--- src/jtag_tap_master_shifter_macros.svh ---
// Assertion helpers shared by the RTL files
`ifndef JTAG_TAP_MASTER_SHIFTER_MACROS_SVH
`define JTAG_TAP_MASTER_SHIFTER_MACROS_SVH

// Same-cycle implication, muted while reset is asserted
`define JTS_ASSERT_IMP(label, clk, rst_n, ante, cons) \
  label: assert property (@(posedge clk) disable iff (!rst_n) (ante) |-> (cons)) \
    else $error("assertion failed");

// Next-cycle implication, muted while reset is asserted
`define JTS_ASSERT_NXT(label, clk, rst_n, ante, cons) \
  label: assert property (@(posedge clk) disable iff (!rst_n) (ante) |=> (cons)) \
    else $error("assertion failed");

`endif

--- src/jts_pkg.sv ---
`timescale 1ns / 1ps

package jts_pkg;

  // Command codes carried in the input tuser
  localparam logic [1:0] CMD_RESET = 2'd0;
  localparam logic [1:0] CMD_IR    = 2'd1;
  localparam logic [1:0] CMD_DR    = 2'd2;
  localparam logic [1:0] CMD_NONE  = 2'd3;

  // TMS walks, sent from bit 0 upwards
  localparam logic [5:0] PAT_RESET = 6'h1f;  // five ones into reset, then a zero into idle
  localparam logic [5:0] PAT_IR    = 6'h03;
  localparam logic [5:0] PAT_DR    = 6'h01;
  localparam logic [5:0] PAT_EXIT  = 6'h01;

  localparam int LEN_RESET = 6;
  localparam int LEN_IR    = 4;
  localparam int LEN_DR    = 3;
  localparam int LEN_EXIT  = 2;

  localparam int CHUNK_BITS = 8;

  // One TCK cycle as handed from the sequencer to the output stage
  typedef struct packed {
    logic       tms;
    logic       tdi;
    logic       rx_valid;
    logic [7:0] rx_byte;
    logic       is_last;
  } jts_cycle_t;

endpackage

--- src/jts_core.sv ---
`timescale 1ns / 1ps
`include "jtag_tap_master_shifter_macros.svh"

module jts_core (
  input  logic                clk_i,
  input  logic                rst_ni,
  input  logic                start_i,
  input  logic [1:0]          cmd_i,
  input  logic [7:0]          tx_byte_i,
  input  logic                drive_tdi_i,
  input  logic [3:0]          nbits_i,
  input  logic                last_chunk_i,
  input  logic [7:0]          tdo_bits_i,
  input  logic                step_i,
  output logic                busy_o,
  output jts_pkg::jts_cycle_t cyc_o
);

  localparam logic [2:0] ST_IDLE  = 3'd0;
  localparam logic [2:0] ST_RST   = 3'd1;
  localparam logic [2:0] ST_NAV   = 3'd2;
  localparam logic [2:0] ST_SHIFT = 3'd3;
  localparam logic [2:0] ST_EXIT  = 3'd4;

  logic [2:0] state_q, state_d;
  logic [2:0] cnt_q, cnt_d;
  logic [5:0] pat_q, pat_d;
  logic       in_scan_q, in_scan_d;
  logic       tdi_level_q, tdi_level_d;
  logic [7:0] tx_q, tx_d;
  logic [7:0] cap_q, cap_d;
  logic [2:0] len_q, len_d;
  logic       drive_q, drive_d;
  logic       last_q, last_d;

  logic [3:0] nb_sat;
  logic [7:0] cap_mask;

  // Clamp the bit count to one..eight and build the capture mask from the top
  always_comb begin
    if (nbits_i == 4'd0) begin
      nb_sat = 4'd1;
    end else if (nbits_i > 4'(jts_pkg::CHUNK_BITS)) begin
      nb_sat = 4'(jts_pkg::CHUNK_BITS);
    end else begin
      nb_sat = nbits_i;
    end
    cap_mask = ~(8'hff >> nb_sat);
  end

  // Present the current TCK cycle
  always_comb begin
    cyc_o = '0;
    case (state_q)
      ST_RST, ST_NAV, ST_EXIT: begin
        cyc_o.tms      = pat_q[0];
        cyc_o.tdi      = tdi_level_q;
        cyc_o.rx_valid = (state_q == ST_EXIT) && (cnt_q == 3'd0);
        cyc_o.rx_byte  = cyc_o.rx_valid ? cap_q : 8'h00;
        cyc_o.is_last  = (state_q != ST_NAV) && (cnt_q == 3'd0);
      end
      ST_SHIFT: begin
        cyc_o.tms      = last_q && (cnt_q == 3'd0);
        cyc_o.tdi      = drive_q ? tx_q[7] : tdi_level_q;
        cyc_o.rx_valid = !last_q && (cnt_q == 3'd0);
        cyc_o.rx_byte  = cyc_o.rx_valid ? cap_q : 8'h00;
        cyc_o.is_last  = !last_q && (cnt_q == 3'd0);
      end
      default: begin
        cyc_o = '0;
      end
    endcase
  end

  assign busy_o = (state_q != ST_IDLE);

  // Sequencer: load on transfer, then advance the shared shifter one TCK a step
  always_comb begin
    state_d     = state_q;
    cnt_d       = cnt_q;
    pat_d       = pat_q;
    in_scan_d   = in_scan_q;
    tdi_level_d = tdi_level_q;
    tx_d        = tx_q;
    cap_d       = cap_q;
    len_d       = len_q;
    drive_d     = drive_q;
    last_d      = last_q;
    case (state_q)
      ST_IDLE: begin
        if (start_i) begin
          tx_d    = tx_byte_i;
          cap_d   = tdo_bits_i & cap_mask;
          len_d   = 3'(nb_sat - 4'd1);
          drive_d = drive_tdi_i;
          last_d  = last_chunk_i;
          case (cmd_i)
            jts_pkg::CMD_RESET: begin
              state_d   = ST_RST;
              pat_d     = jts_pkg::PAT_RESET;
              cnt_d     = 3'(jts_pkg::LEN_RESET - 1);
              in_scan_d = 1'b0;
            end
            jts_pkg::CMD_IR, jts_pkg::CMD_DR: begin
              if (in_scan_q) begin
                state_d = ST_SHIFT;
                cnt_d   = 3'(nb_sat - 4'd1);
              end else if (cmd_i == jts_pkg::CMD_IR) begin
                state_d = ST_NAV;
                pat_d   = jts_pkg::PAT_IR;
                cnt_d   = 3'(jts_pkg::LEN_IR - 1);
              end else begin
                state_d = ST_NAV;
                pat_d   = jts_pkg::PAT_DR;
                cnt_d   = 3'(jts_pkg::LEN_DR - 1);
              end
            end
            default: begin
              state_d = ST_IDLE;
            end
          endcase
        end
      end
      ST_RST, ST_EXIT: begin
        if (step_i) begin
          pat_d = pat_q >> 1;
          cnt_d = cnt_q - 3'd1;
          if (cnt_q == 3'd0) begin
            state_d = ST_IDLE;
          end
        end
      end
      ST_NAV: begin
        if (step_i) begin
          pat_d = pat_q >> 1;
          cnt_d = cnt_q - 3'd1;
          if (cnt_q == 3'd0) begin
            state_d = ST_SHIFT;
            cnt_d   = len_q;
          end
        end
      end
      ST_SHIFT: begin
        if (step_i) begin
          if (drive_q) begin
            tdi_level_d = tx_q[7];
          end
          tx_d  = {tx_q[6:0], 1'b0};
          cnt_d = cnt_q - 3'd1;
          if (cnt_q == 3'd0) begin
            if (last_q) begin
              state_d   = ST_EXIT;
              pat_d     = jts_pkg::PAT_EXIT;
              cnt_d     = 3'(jts_pkg::LEN_EXIT - 1);
              in_scan_d = 1'b0;
            end else begin
              state_d   = ST_IDLE;
              in_scan_d = 1'b1;
            end
          end
        end
      end
      default: begin
        state_d = ST_IDLE;
      end
    endcase
  end

  // Hold control state under reset
  always_ff @(posedge clk_i or negedge rst_ni) begin
    if (!rst_ni) begin
      state_q     <= ST_IDLE;
      cnt_q       <= '0;
      pat_q       <= '0;
      in_scan_q   <= 1'b0;
      tdi_level_q <= 1'b0;
      cap_q       <= '0;
    end else begin
      state_q     <= state_d;
      cnt_q       <= cnt_d;
      pat_q       <= pat_d;
      in_scan_q   <= in_scan_d;
      tdi_level_q <= tdi_level_d;
      cap_q       <= cap_d;
    end
  end

  // Chunk payload
  always_ff @(posedge clk_i) begin
    tx_q    <= tx_d;
    len_q   <= len_d;
    drive_q <= drive_d;
    last_q  <= last_d;
  end

  `JTS_ASSERT_IMP(a_rx_on_last, clk_i, rst_ni, cyc_o.rx_valid, cyc_o.is_last)
  `JTS_ASSERT_IMP(a_nav_from_idle, clk_i, rst_ni, state_q == ST_NAV, !in_scan_q)
  `JTS_ASSERT_NXT(a_chunk_open, clk_i, rst_ni,
                  step_i && state_q == ST_SHIFT && cnt_q == 3'd0 && !last_q,
                  in_scan_q && state_q == ST_IDLE)
  `JTS_ASSERT_NXT(a_exit_done, clk_i, rst_ni,
                  step_i && state_q == ST_EXIT && cnt_q == 3'd0,
                  state_q == ST_IDLE && !in_scan_q)

endmodule

--- src/jtag_tap_master_shifter.sv ---
// Output: the sequencer registers an item at transfer, and its first TCK cycle enters the
// output register on the next step. Throughput: one TCK cycle per clock while the output side
// takes them; an item gives the reset walk, or a navigation walk (none inside a scan), the
// clamped bit count and, on the last chunk, the exit walk. The next item is accepted once the
// block is idle, in the cycle after the last of these steps; an ignored command keeps it idle.
// Reset: asynchronous active-low; the TAP is taken as idle, TDI level and capture clear.
`timescale 1ns / 1ps
`include "jtag_tap_master_shifter_macros.svh"

module jtag_tap_master_shifter (
  input  logic        clk_i,
  input  logic        rst_ni,
  input  logic        s_tvalid_i,
  output logic        s_tready_o,
  // tdata: tx_byte[7:0], drive_tdi[8], nbits[12:9], tdo_bits[20:13], zero[23:21]
  input  logic [23:0] s_tdata_i,
  // tuser: cmd[1:0]
  input  logic [1:0]  s_tuser_i,
  input  logic        s_tlast_i,
  output logic        m_tvalid_o,
  input  logic        m_tready_i,
  // tdata: tms_out[0], tdi_out[1], rx_byte[9:2], zero[15:10]
  output logic [15:0] m_tdata_o,
  // tuser: rx_valid[0]
  output logic [0:0]  m_tuser_o,
  output logic        m_tlast_o
);

  logic                busy;
  logic                step;
  jts_pkg::jts_cycle_t cyc;
  logic                out_valid_q, out_valid_d;
  jts_pkg::jts_cycle_t out_q;

  assign s_tready_o = !busy;
  assign step       = busy && (!out_valid_q || m_tready_i);

  jts_core u_core (
    .clk_i        (clk_i),
    .rst_ni       (rst_ni),
    .start_i      (s_tvalid_i && s_tready_o),
    .cmd_i        (s_tuser_i),
    .tx_byte_i    (s_tdata_i[7:0]),
    .drive_tdi_i  (s_tdata_i[8]),
    .nbits_i      (s_tdata_i[12:9]),
    .last_chunk_i (s_tlast_i),
    .tdo_bits_i   (s_tdata_i[20:13]),
    .step_i       (step),
    .busy_o       (busy),
    .cyc_o        (cyc)
  );

  // Output register: fill on a step, drop once the transfer completes
  always_comb begin
    out_valid_d = out_valid_q;
    if (step) begin
      out_valid_d = 1'b1;
    end else if (m_tready_i) begin
      out_valid_d = 1'b0;
    end
  end

  always_ff @(posedge clk_i or negedge rst_ni) begin
    if (!rst_ni) begin
      out_valid_q <= 1'b0;
    end else begin
      out_valid_q <= out_valid_d;
    end
  end

  always_ff @(posedge clk_i) begin
    if (step) begin
      out_q <= cyc;
    end
  end

  assign m_tvalid_o = out_valid_q;
  assign m_tdata_o  = {6'b0, out_q.rx_byte, out_q.tdi, out_q.tms};
  assign m_tuser_o  = out_q.rx_valid;
  assign m_tlast_o  = out_q.is_last;

  `JTS_ASSERT_NXT(a_hold_stall, clk_i, rst_ni, out_valid_q && !m_tready_i,
                  out_valid_q && $stable(m_tdata_o))
  `JTS_ASSERT_IMP(a_step_room, clk_i, rst_ni, step, !out_valid_q || m_tready_i)
  `JTS_ASSERT_IMP(a_rx_tlast, clk_i, rst_ni, out_valid_q && out_q.rx_valid, out_q.is_last)

endmodule

--- config.mk ---
export PLATFORM = sky130hd
export DESIGN_NAME = jtag_tap_master_shifter
export DESIGN_NICKNAME = d
export VERILOG_FILES = /design/src/jts_pkg.sv /design/src/jts_core.sv /design/src/jtag_tap_master_shifter.sv
export VERILOG_INCLUDE_DIRS = /design/src /design/src/src
export SDC_FILE = /design/constraint.sdc
export NUM_CORES = 1
export LEC_CHECK = 0
export ABC_AREA = 1
export BUFFER_PORTS_ARGS = -buffer_cell sky130_fd_sc_hd__buf_2
export CORE_MARGIN = 1.5
export CORE_UTILIZATION = 50
export CTS_CLUSTER_SIZE = 20
export DETAILED_ROUTE_END_ITERATION = 12
export HOLD_SLACK_MARGIN = 0.1
export PLACE_DENSITY = 0.74
export SYNTH_ARGS = -nofsm -noshare
export SYNTH_HDL_FRONTEND = slang
export SYNTH_SLANG_ARGS = --single-unit
--- constraint.sdc ---
create_clock -name clk_i -period 2.2 [get_ports clk_i]
set_clock_uncertainty 0.15 [all_clocks]
set_input_delay 0.11 -clock clk_i [delete_from_list [all_inputs] [get_ports clk_i]]
set_output_delay 0.11 -clock clk_i [all_outputs]
set_load 0.02 [all_outputs]
==> flow_metrics.py, run 1 <==
metrics = {
    "status": {
        "outcome": "completed",
    },
    "global_routing": {
        "grt_overflow_total": 0,
        "grt_pass1_wl_mm": 9.56,
        "grt_max_degree": 23,
        "antenna_found_initial": 0,
        "first_global_vias": 2097,
        "grt_use_total_pct": 23.0,
    },
    "clock_network": {
        "clkTransAtPathRegs_ns": 0.09,
        "clock_latency_ns": 0.30,
        "cts.path.max_buffers": 2,
        "htree_levels": 2,
        "post_cts_buffers": 0,
        "numCtsBuffers": 5,
        "root_buffer": "clkbuf_8",
        "cts_tree": "yes",
        "cts_sinks": 47,
    },
    "sta": {
        "setup_viol": 0,
        "post-route-period-util_pct": 92.8,
        "grt_setup_unrepaired": "false",
        "fmax_mhz": 490,
        "fin_setup_tns_ns": 0,
        "layout_setup_ws_ns": 0.159,
        "worstMarginPinSlew_ns": 0.531,
        "finalHoldViolations": 0,
        "relSlewSlack_pct": 64.6,
        "fin_crit_ns": 2.04,
        "slew_viol_final": 0,
    },
    "min_path": {
        "holdCritPathClass": "input port to flop",
    },
    "cells_and_area": {
        "area_growth_pct": 25.4,
        "final_area_sq_um": 3200,
        "final_cells": 451,
        "antenna_cells": 0,
        "final_nets": 423,
        "num-fill-cells": 416,
        "drive_gt1_share_pct": 18.8,
    },
    "drt": {
        "drt_iter0_drc": 162,
        "vias_per_cell": 4.84,
        "dr.pass1.iters": 5,
        "via_count": 2184,
        "drc": 0,
        "wl_per_cell_um": 12.5,
        "drt_wl_total_mm": 5.62,
        "antenna_left": 0,
    },
    "placed_design": {
        "place_ws_ns": 0.330,
        "place_area_sq_um": 2820,
        "routabilityCongestion": 0.893,
        "numPortBuffers": 41,
        "numPlacedInstances": 415,
        "hpwl_mm": 3.75,
    },
    "worst_setup_path": {
        "cp_max_fo": 8,
        "crit_top_cell": "nand2_2",
        "slowest_delay_ns": 0.58,
        "arrival_ns": 2.07,
        "crit_chain": "nor2_2 > nand2_2 > inv_2 > nand2_2 > nand2_1 > o21ai_1 > dlygate4sd3_1",
        "crit_type": "flop to flop",
        "required_ns": 2.23,
        "cp-end-kind": "flop",
        "critPathSlowestCell": "dlygate4sd3_1",
        "startpoint_type": "flop",
    },
    "synth": {
        "synthAdderAreaFrac_pct": 4.41,
        "synth.area.mux_share_pct": 0,
        "synth-seq-cells": 47,
        "synth_area_leaders": "edfxtp_1 (29%), dfrtp_1 (22%), nand2_1 (13%)",
        "synth_compound_area_share_pct": 9.86,
        "ys_seq_area_share_pct": 51.0,
        "synth_top_area_cell": "edfxtp_1",
        "synth_top_area_share_pct": 29.4,
        "synth_top_family_by_area": "simple AND/OR/NAND/NOR gates",
        "synthDistinctLibCells": 30,
        "synth_xor_area_share_pct": 0.343,
        "netlist_area_sq_um": 2550,
        "ys.warnings.count": 0,
        "syn_inst": 309,
        "postSynthAreaPerCell_sq_um": 8.26,
        "synthSimpleGateAreaFrac_pct": 24.4,
    },
    "power_and_ir_drop": {
        "pwr_density_cell_nw_per_um2": 1280,
        "p_leak_nw": 1.59,
        "vdd_ir_drop_max_mv": 0.638,
    },
    "floorplan": {
        "dieArea_sq_um": 5540,
        "die_h_um": 74.4,
        "die_w_um": 74.4,
        "ioPinCount": 51,
        "rows": 25,
        "initial_utilization_pct": 53.0,
        "core_sq_um": 4820,
    },
    "run": {
        "drv_cap": 0,
    },
}
-- sequential cells by signal, indices dropped and copies added (netlist names), 3 cells and up --
signal,cells
u_core.state_q,3
u_core.len_q,3
u_core.cnt_q,3
u_core.cap_q,8
u_core.pat_q,5
m_tdata_o,10
u_core.tx_q,8
-- where the power goes --
part	internal (mW)	leakage (nW)	switching (mW)
clock	0.257	0.0474	0.298
combinational	0.668	1.03	1.34
sequential	1.36	0.519	0.182
-- cell usage after synthesis --
library cell,count
nor2_1,26
nor2_4,1
o21ai_1,2
o21ai_0,23
nor3_1,1
xor2_1,1
clkbuf_1,1
nand2_1,89
nand3b_1,1
a21oi_1,8
nand2_2,5
o21bai_1,5
a21oi_2,1
inv_1,43
nor2_2,2
clkbuf_2,1
nand3_2,2
o21ai_2,1
edfxtp_1,25
buf_2,2
ha_1,9
dfrtp_1,22
nand4_1,2
o22ai_1,1
o2111ai_1,2
conb_1,1
nand3_1,18
buf_4,6
o211ai_1,1
inv_2,7
-- area by class of cell --
cell class | instances | area, sq um | area share, %
Sequential cell | 47 | 1300 | 40.7
Timing Repair Buffer | 72 | 508 | 15.9
Clock inverter | 2 | 16.3 | 0.508
Tap cell | 67 | 83.8 | 2.62
Multi-Input combinational cell | 207 | 1020 | 31.9
Clock buffer | 6 | 82.6 | 2.58
Inverter | 50 | 188 | 5.87
-- through the flow --
step	power (mW)	util (%)	hold slack, ns
global placement	3.42	58.5	-0.0345
finish	4.11	66.4	0.112
CTS	4.11	66.6	0.123
detailed placement	3.48	58.5	-0.0314
floorplan	2.96	-	-0.336
global route	4.51	66.4	0.136
-- worst max-delay path, delay by kind of cell, from the launching register on --
family	cells	cell delay, ns
buffers and inverters	2	0.70
flip-flops	1	0.48
AND/OR/NAND/NOR	4	0.51
AO/OA/AOI/OAI	1	0.06
-- kinds of logic (layout without fill, tap and decap cells) --
| group | after synthesis | after routing |
|---|---|---|
| other | 1 | 6 |
| buffers and inverters | 60 | 130 |
| XOR/XNOR | 1 | 1 |
| adder cells (fa/ha/maj) | 9 | 9 |
| AND/OR/NAND/NOR | 147 | 147 |
| AO/OA/AOI/OAI | 44 | 44 |
| flip-flops | 47 | 47 |
-- timing repair --
| action | CTS | global route |
|---|---|---|
| hold buffers | 29 | 0 |
| gates resized for setup | 0 | 2 |
| setup endpoints to repair | 0 | 1 |
| endpoints found under the hold margin | 43 | 0 |
-- routing by layer --
layer	up-vias	global-route usage, %	part of all wire [%]
li1	1122	-	-
met1	983	29.9	44
met2	70	39.2	48
met3	9	3.93	6.0
met4	0	7.27	1.8
met5	-	0	0
-- cells in the final DEF (no fill, tap or decap), types with 2 or more instances in the layout --
cell type | netlist | routed
ha_1 | 9 | 9
dlygate4sd3_1 | 0 | 28
clkbuf_8 | 0 | 6
inv_1 | 43 | 43
buf_2 | 2 | 41
inv_2 | 7 | 7
o21ai_1 | 2 | 3
o21ai_0 | 23 | 22
nor2_2 | 2 | 2
nand3_2 | 2 | 2
nor2_1 | 26 | 26
conb_1 | 1 | 6
buf_4 | 6 | 3
nand4_1 | 2 | 2
nand2_1 | 89 | 88
o21bai_1 | 5 | 5
nand2_2 | 5 | 6
o2111ai_1 | 2 | 2
edfxtp_1 | 25 | 25
dfrtp_1 | 22 | 22
a21oi_1 | 8 | 8
nand3_1 | 18 | 18
-- path summary, 6_finish.rpt --
| check | start | endpoint | slack, ns | cells past startpoint |
|---|---|---|---|---|
| min reg2reg | u_core.cnt_q[1]$_DFFE_PN0P_ | u_core.cnt_q[1]$_DFFE_PN0P_ | 0.34 | 2 |
| min in group asynchronous | rst_ni | u_core.pat_q[2]$_DFFE_PN0P_ | 0.17 | 2 |
| max reg2reg | u_core.state_q[1]$_DFFE_PN0P_ | u_core.cap_q[3]$_DFFE_PN0P_ | 0.16 | 7 |
| min | s_tdata_i[9] | u_core.len_q[0]$_DFFE_PP_ | 0.11 | 4 |
| max in group asynchronous | rst_ni | m_tvalid_o$_DFFE_PN0P_ | 1.37 | 2 |
| max | u_core.state_q[1]$_DFFE_PN0P_ | u_core.cap_q[3]$_DFFE_PN0P_ | 0.16 | 7 |
Power figures use the tool's default switching activity.
==> inputs of run 2 (changes only) <==
--- a/config.mk
+++ b/config.mk
@@ -7,13 +7,14 @@
 export NUM_CORES = 1
 export LEC_CHECK = 0
 export ABC_AREA = 1
-export BUFFER_PORTS_ARGS = -buffer_cell sky130_fd_sc_hd__buf_2
+export CORE_ASPECT_RATIO = 1.2
 export CORE_MARGIN = 1.5
-export CORE_UTILIZATION = 50
+export CORE_UTILIZATION = 63
 export CTS_CLUSTER_SIZE = 20
 export DETAILED_ROUTE_END_ITERATION = 12
+export DONT_BUFFER_PORTS = 1
 export HOLD_SLACK_MARGIN = 0.1
-export PLACE_DENSITY = 0.74
+export PLACE_DENSITY = 0.79
 export SYNTH_ARGS = -nofsm -noshare
 export SYNTH_HDL_FRONTEND = slang
 export SYNTH_SLANG_ARGS = --single-unit
==> flow_metrics.py, run 2 (synthesis results as in run 1) <==
metrics = {
    "cells_and_area": {
        "utilization_pct": 77.5,
        "final_nets": 384,
        "largest_reg_flops": 10,
        "drive_gt1_share_pct": 9.28,
        "final_area_sq_um": 3030,
        "area_growth_pct": 18.8,
        "layout_common_cells": "nand2_1 (88), inv_1 (42), dlygate4sd3_1 (28)",
        "layout_commonest_cell": "nand2_1",
        "antenna_cells": 0,
        "final_cells": 399,
    },
    "clock_network": {
        "cts_sinks": 47,
        "clkTransAtPathRegs_ns": 0.09,
        "root_buffer": "clkbuf_8",
        "htree_levels": 2,
        "numCtsBuffers": 5,
        "cts_tree": "yes",
        "clock_latency_ns": 0.30,
        "cts.path.max_buffers": 2,
    },
    "status": {
        "violations": "DRC",
        "outcome": "finished with violations",
    },
    "worst_setup_path": {
        "startpoint_type": "input port",
        "arrival_ns": 2.17,
        "required_ns": 2.27,
        "crit_type": "input port to flop",
        "cp-end-kind": "flop",
        "cp_max_fo": 4,
    },
    "sta": {
        "layout_setup_ws_ns": 0.102,
        "setup_viol": 0,
        "slew_viol_final": 0,
        "whs_ns": 0.126,
        "fin_crit_ns": 2.10,
        "relSlewSlack_pct": 29.4,
        "worstMarginPinSlew_ns": 1.05,
        "fmax_mhz": 477,
        "finalHoldViolations": 0,
        "post-route-period-util_pct": 95.3,
    },
    "power_and_ir_drop": {
        "p_leak_nw": 1.46,
        "pwr_density_cell_nw_per_um2": 1390,
        "vdd_ir_drop_max_mv": 0.779,
    },
    "placed_design": {
        "hpwl_mm": 3.72,
        "place_area_sq_um": 2600,
        "numPlacedInstances": 362,
        "routabilityCongestion": 0.928,
        "numPortBuffers": 0,
        "place_ws_ns": 0.343,
    },
    "global_routing": {
        "grt_use_total_pct": 28.5,
        "grt_overflow_total": 0,
        "antenna_found_initial": 0,
        "first_global_vias": 2040,
        "grt_pass1_wl_mm": 9.38,
        "grt_max_degree": 23,
    },
    "drt": {
        "drt_wl_total_mm": 5.79,
        "drc": 1,
        "dr.pass1.iters": 8,
        "vias_per_cell": 5.39,
        "via_count": 2150,
        "antenna_left": 0,
        "wl_per_cell_um": 14.5,
        "drt_iter0_drc": 227,
    },
    "floorplan": {
        "dieArea_sq_um": 4440,
        "core_sq_um": 3910,
        "die_w_um": 61.1,
        "initial_utilization_pct": 65.2,
        "rows": 25,
        "die_h_um": 72.7,
        "ioPinCount": 51,
    },
    "min_path": {
        "holdCritPathClass": "input port to flop",
    },
    "run": {
        "drv_cap": 0,
    },
}
## run 2: cell count changes in the layout (fill, tap and decap cells not counted), sizes merged
cell / before / now
clkinv: 1 / 0
buf: 44 / 4
dlymetal6s4s: 0 / 1
clkinvlp: 1 / 0
bufinv: 0 / 2
## run 2: metal layers
layer	vias up	wire (um)	global-route usage, %
met5	-	0	0
met4	0	118	11.1
met3	14	264	6.03
met2	78	3120	48.0
met1	1012	2280	35.0
li1	1046	-	-
## run 2: worst max-delay path: stages
cell,delay [ns]
dlygate4sd3_1,0.59
nor2_1,0.12
nand2_1,0.10
nand2_2,0.11
inv_1,0.08
ha_1,0.17
inv_1,0.07
o211ai_1,0.09
dlygate4sd3_1,0.57
o21ai_0,0.16
## run 2: final timing paths
kind | cells after the start | slack (ns) | startpoint | endpoint
min reg2reg | 2 | 0.36 | u_core.cap_q[5]$_DFFE_PN0P_ | u_core.cap_q[5]$_DFFE_PN0P_
min | 7 | 0.13 | s_tuser_i[0] | u_core.cnt_q[0]$_DFFE_PN0P_
min in group asynchronous | 1 | 0.29 | rst_ni | u_core.cnt_q[2]$_DFFE_PN0P_
max | 10 | 0.10 | s_tdata_i[11] | u_core.cap_q[3]$_DFFE_PN0P_
max in group asynchronous | 1 | 0.97 | rst_ni | u_core.pat_q[0]$_DFFE_PN0P_
max reg2reg | 7 | 0.23 | u_core.state_q[1]$_DFFE_PN0P_ | u_core.cap_q[2]$_DFFE_PN0P_
## run 2: final cells by class
class	count	area, sq um
Tap cell	54	67.6
Sequential cell	47	1300
Fill cell	264	878
Clock buffer	6	72.6
Inverter	50	188
Multi-Input combinational cell	207	1020
Timing Repair Buffer	33	323
Clock inverter	2	60.1
## run 2: repair_timing
| action | 4_1_cts | 5_1_grt |
|---|---|---|
| hold buffers | 29 | 0 |
| buffers inserted | 0 | 0 |
| hold endpoints to repair | 48 | 0 |
| gates resized for setup | 0 | 3 |
| endpoints found under the setup margin | 0 | 2 |
## run 2: through the flow
step / total power, mW / TNS, ns
floorplan: 2.96 / 0
global placement: 3.30 / 0
detailed placement: 3.38 / 0
CTS: 4.17 / 0
global route: 4.54 / -0.0129
finish: 4.20 / 0
## run 2: power by group
part | switching [mW] | total, mW | internal, mW
sequential | 0.337 | 1.71 | 1.37
clock | 0.285 | 0.739 | 0.454
combinational | 1.19 | 1.76 | 0.565
total | 1.81 | 4.20 | 2.39
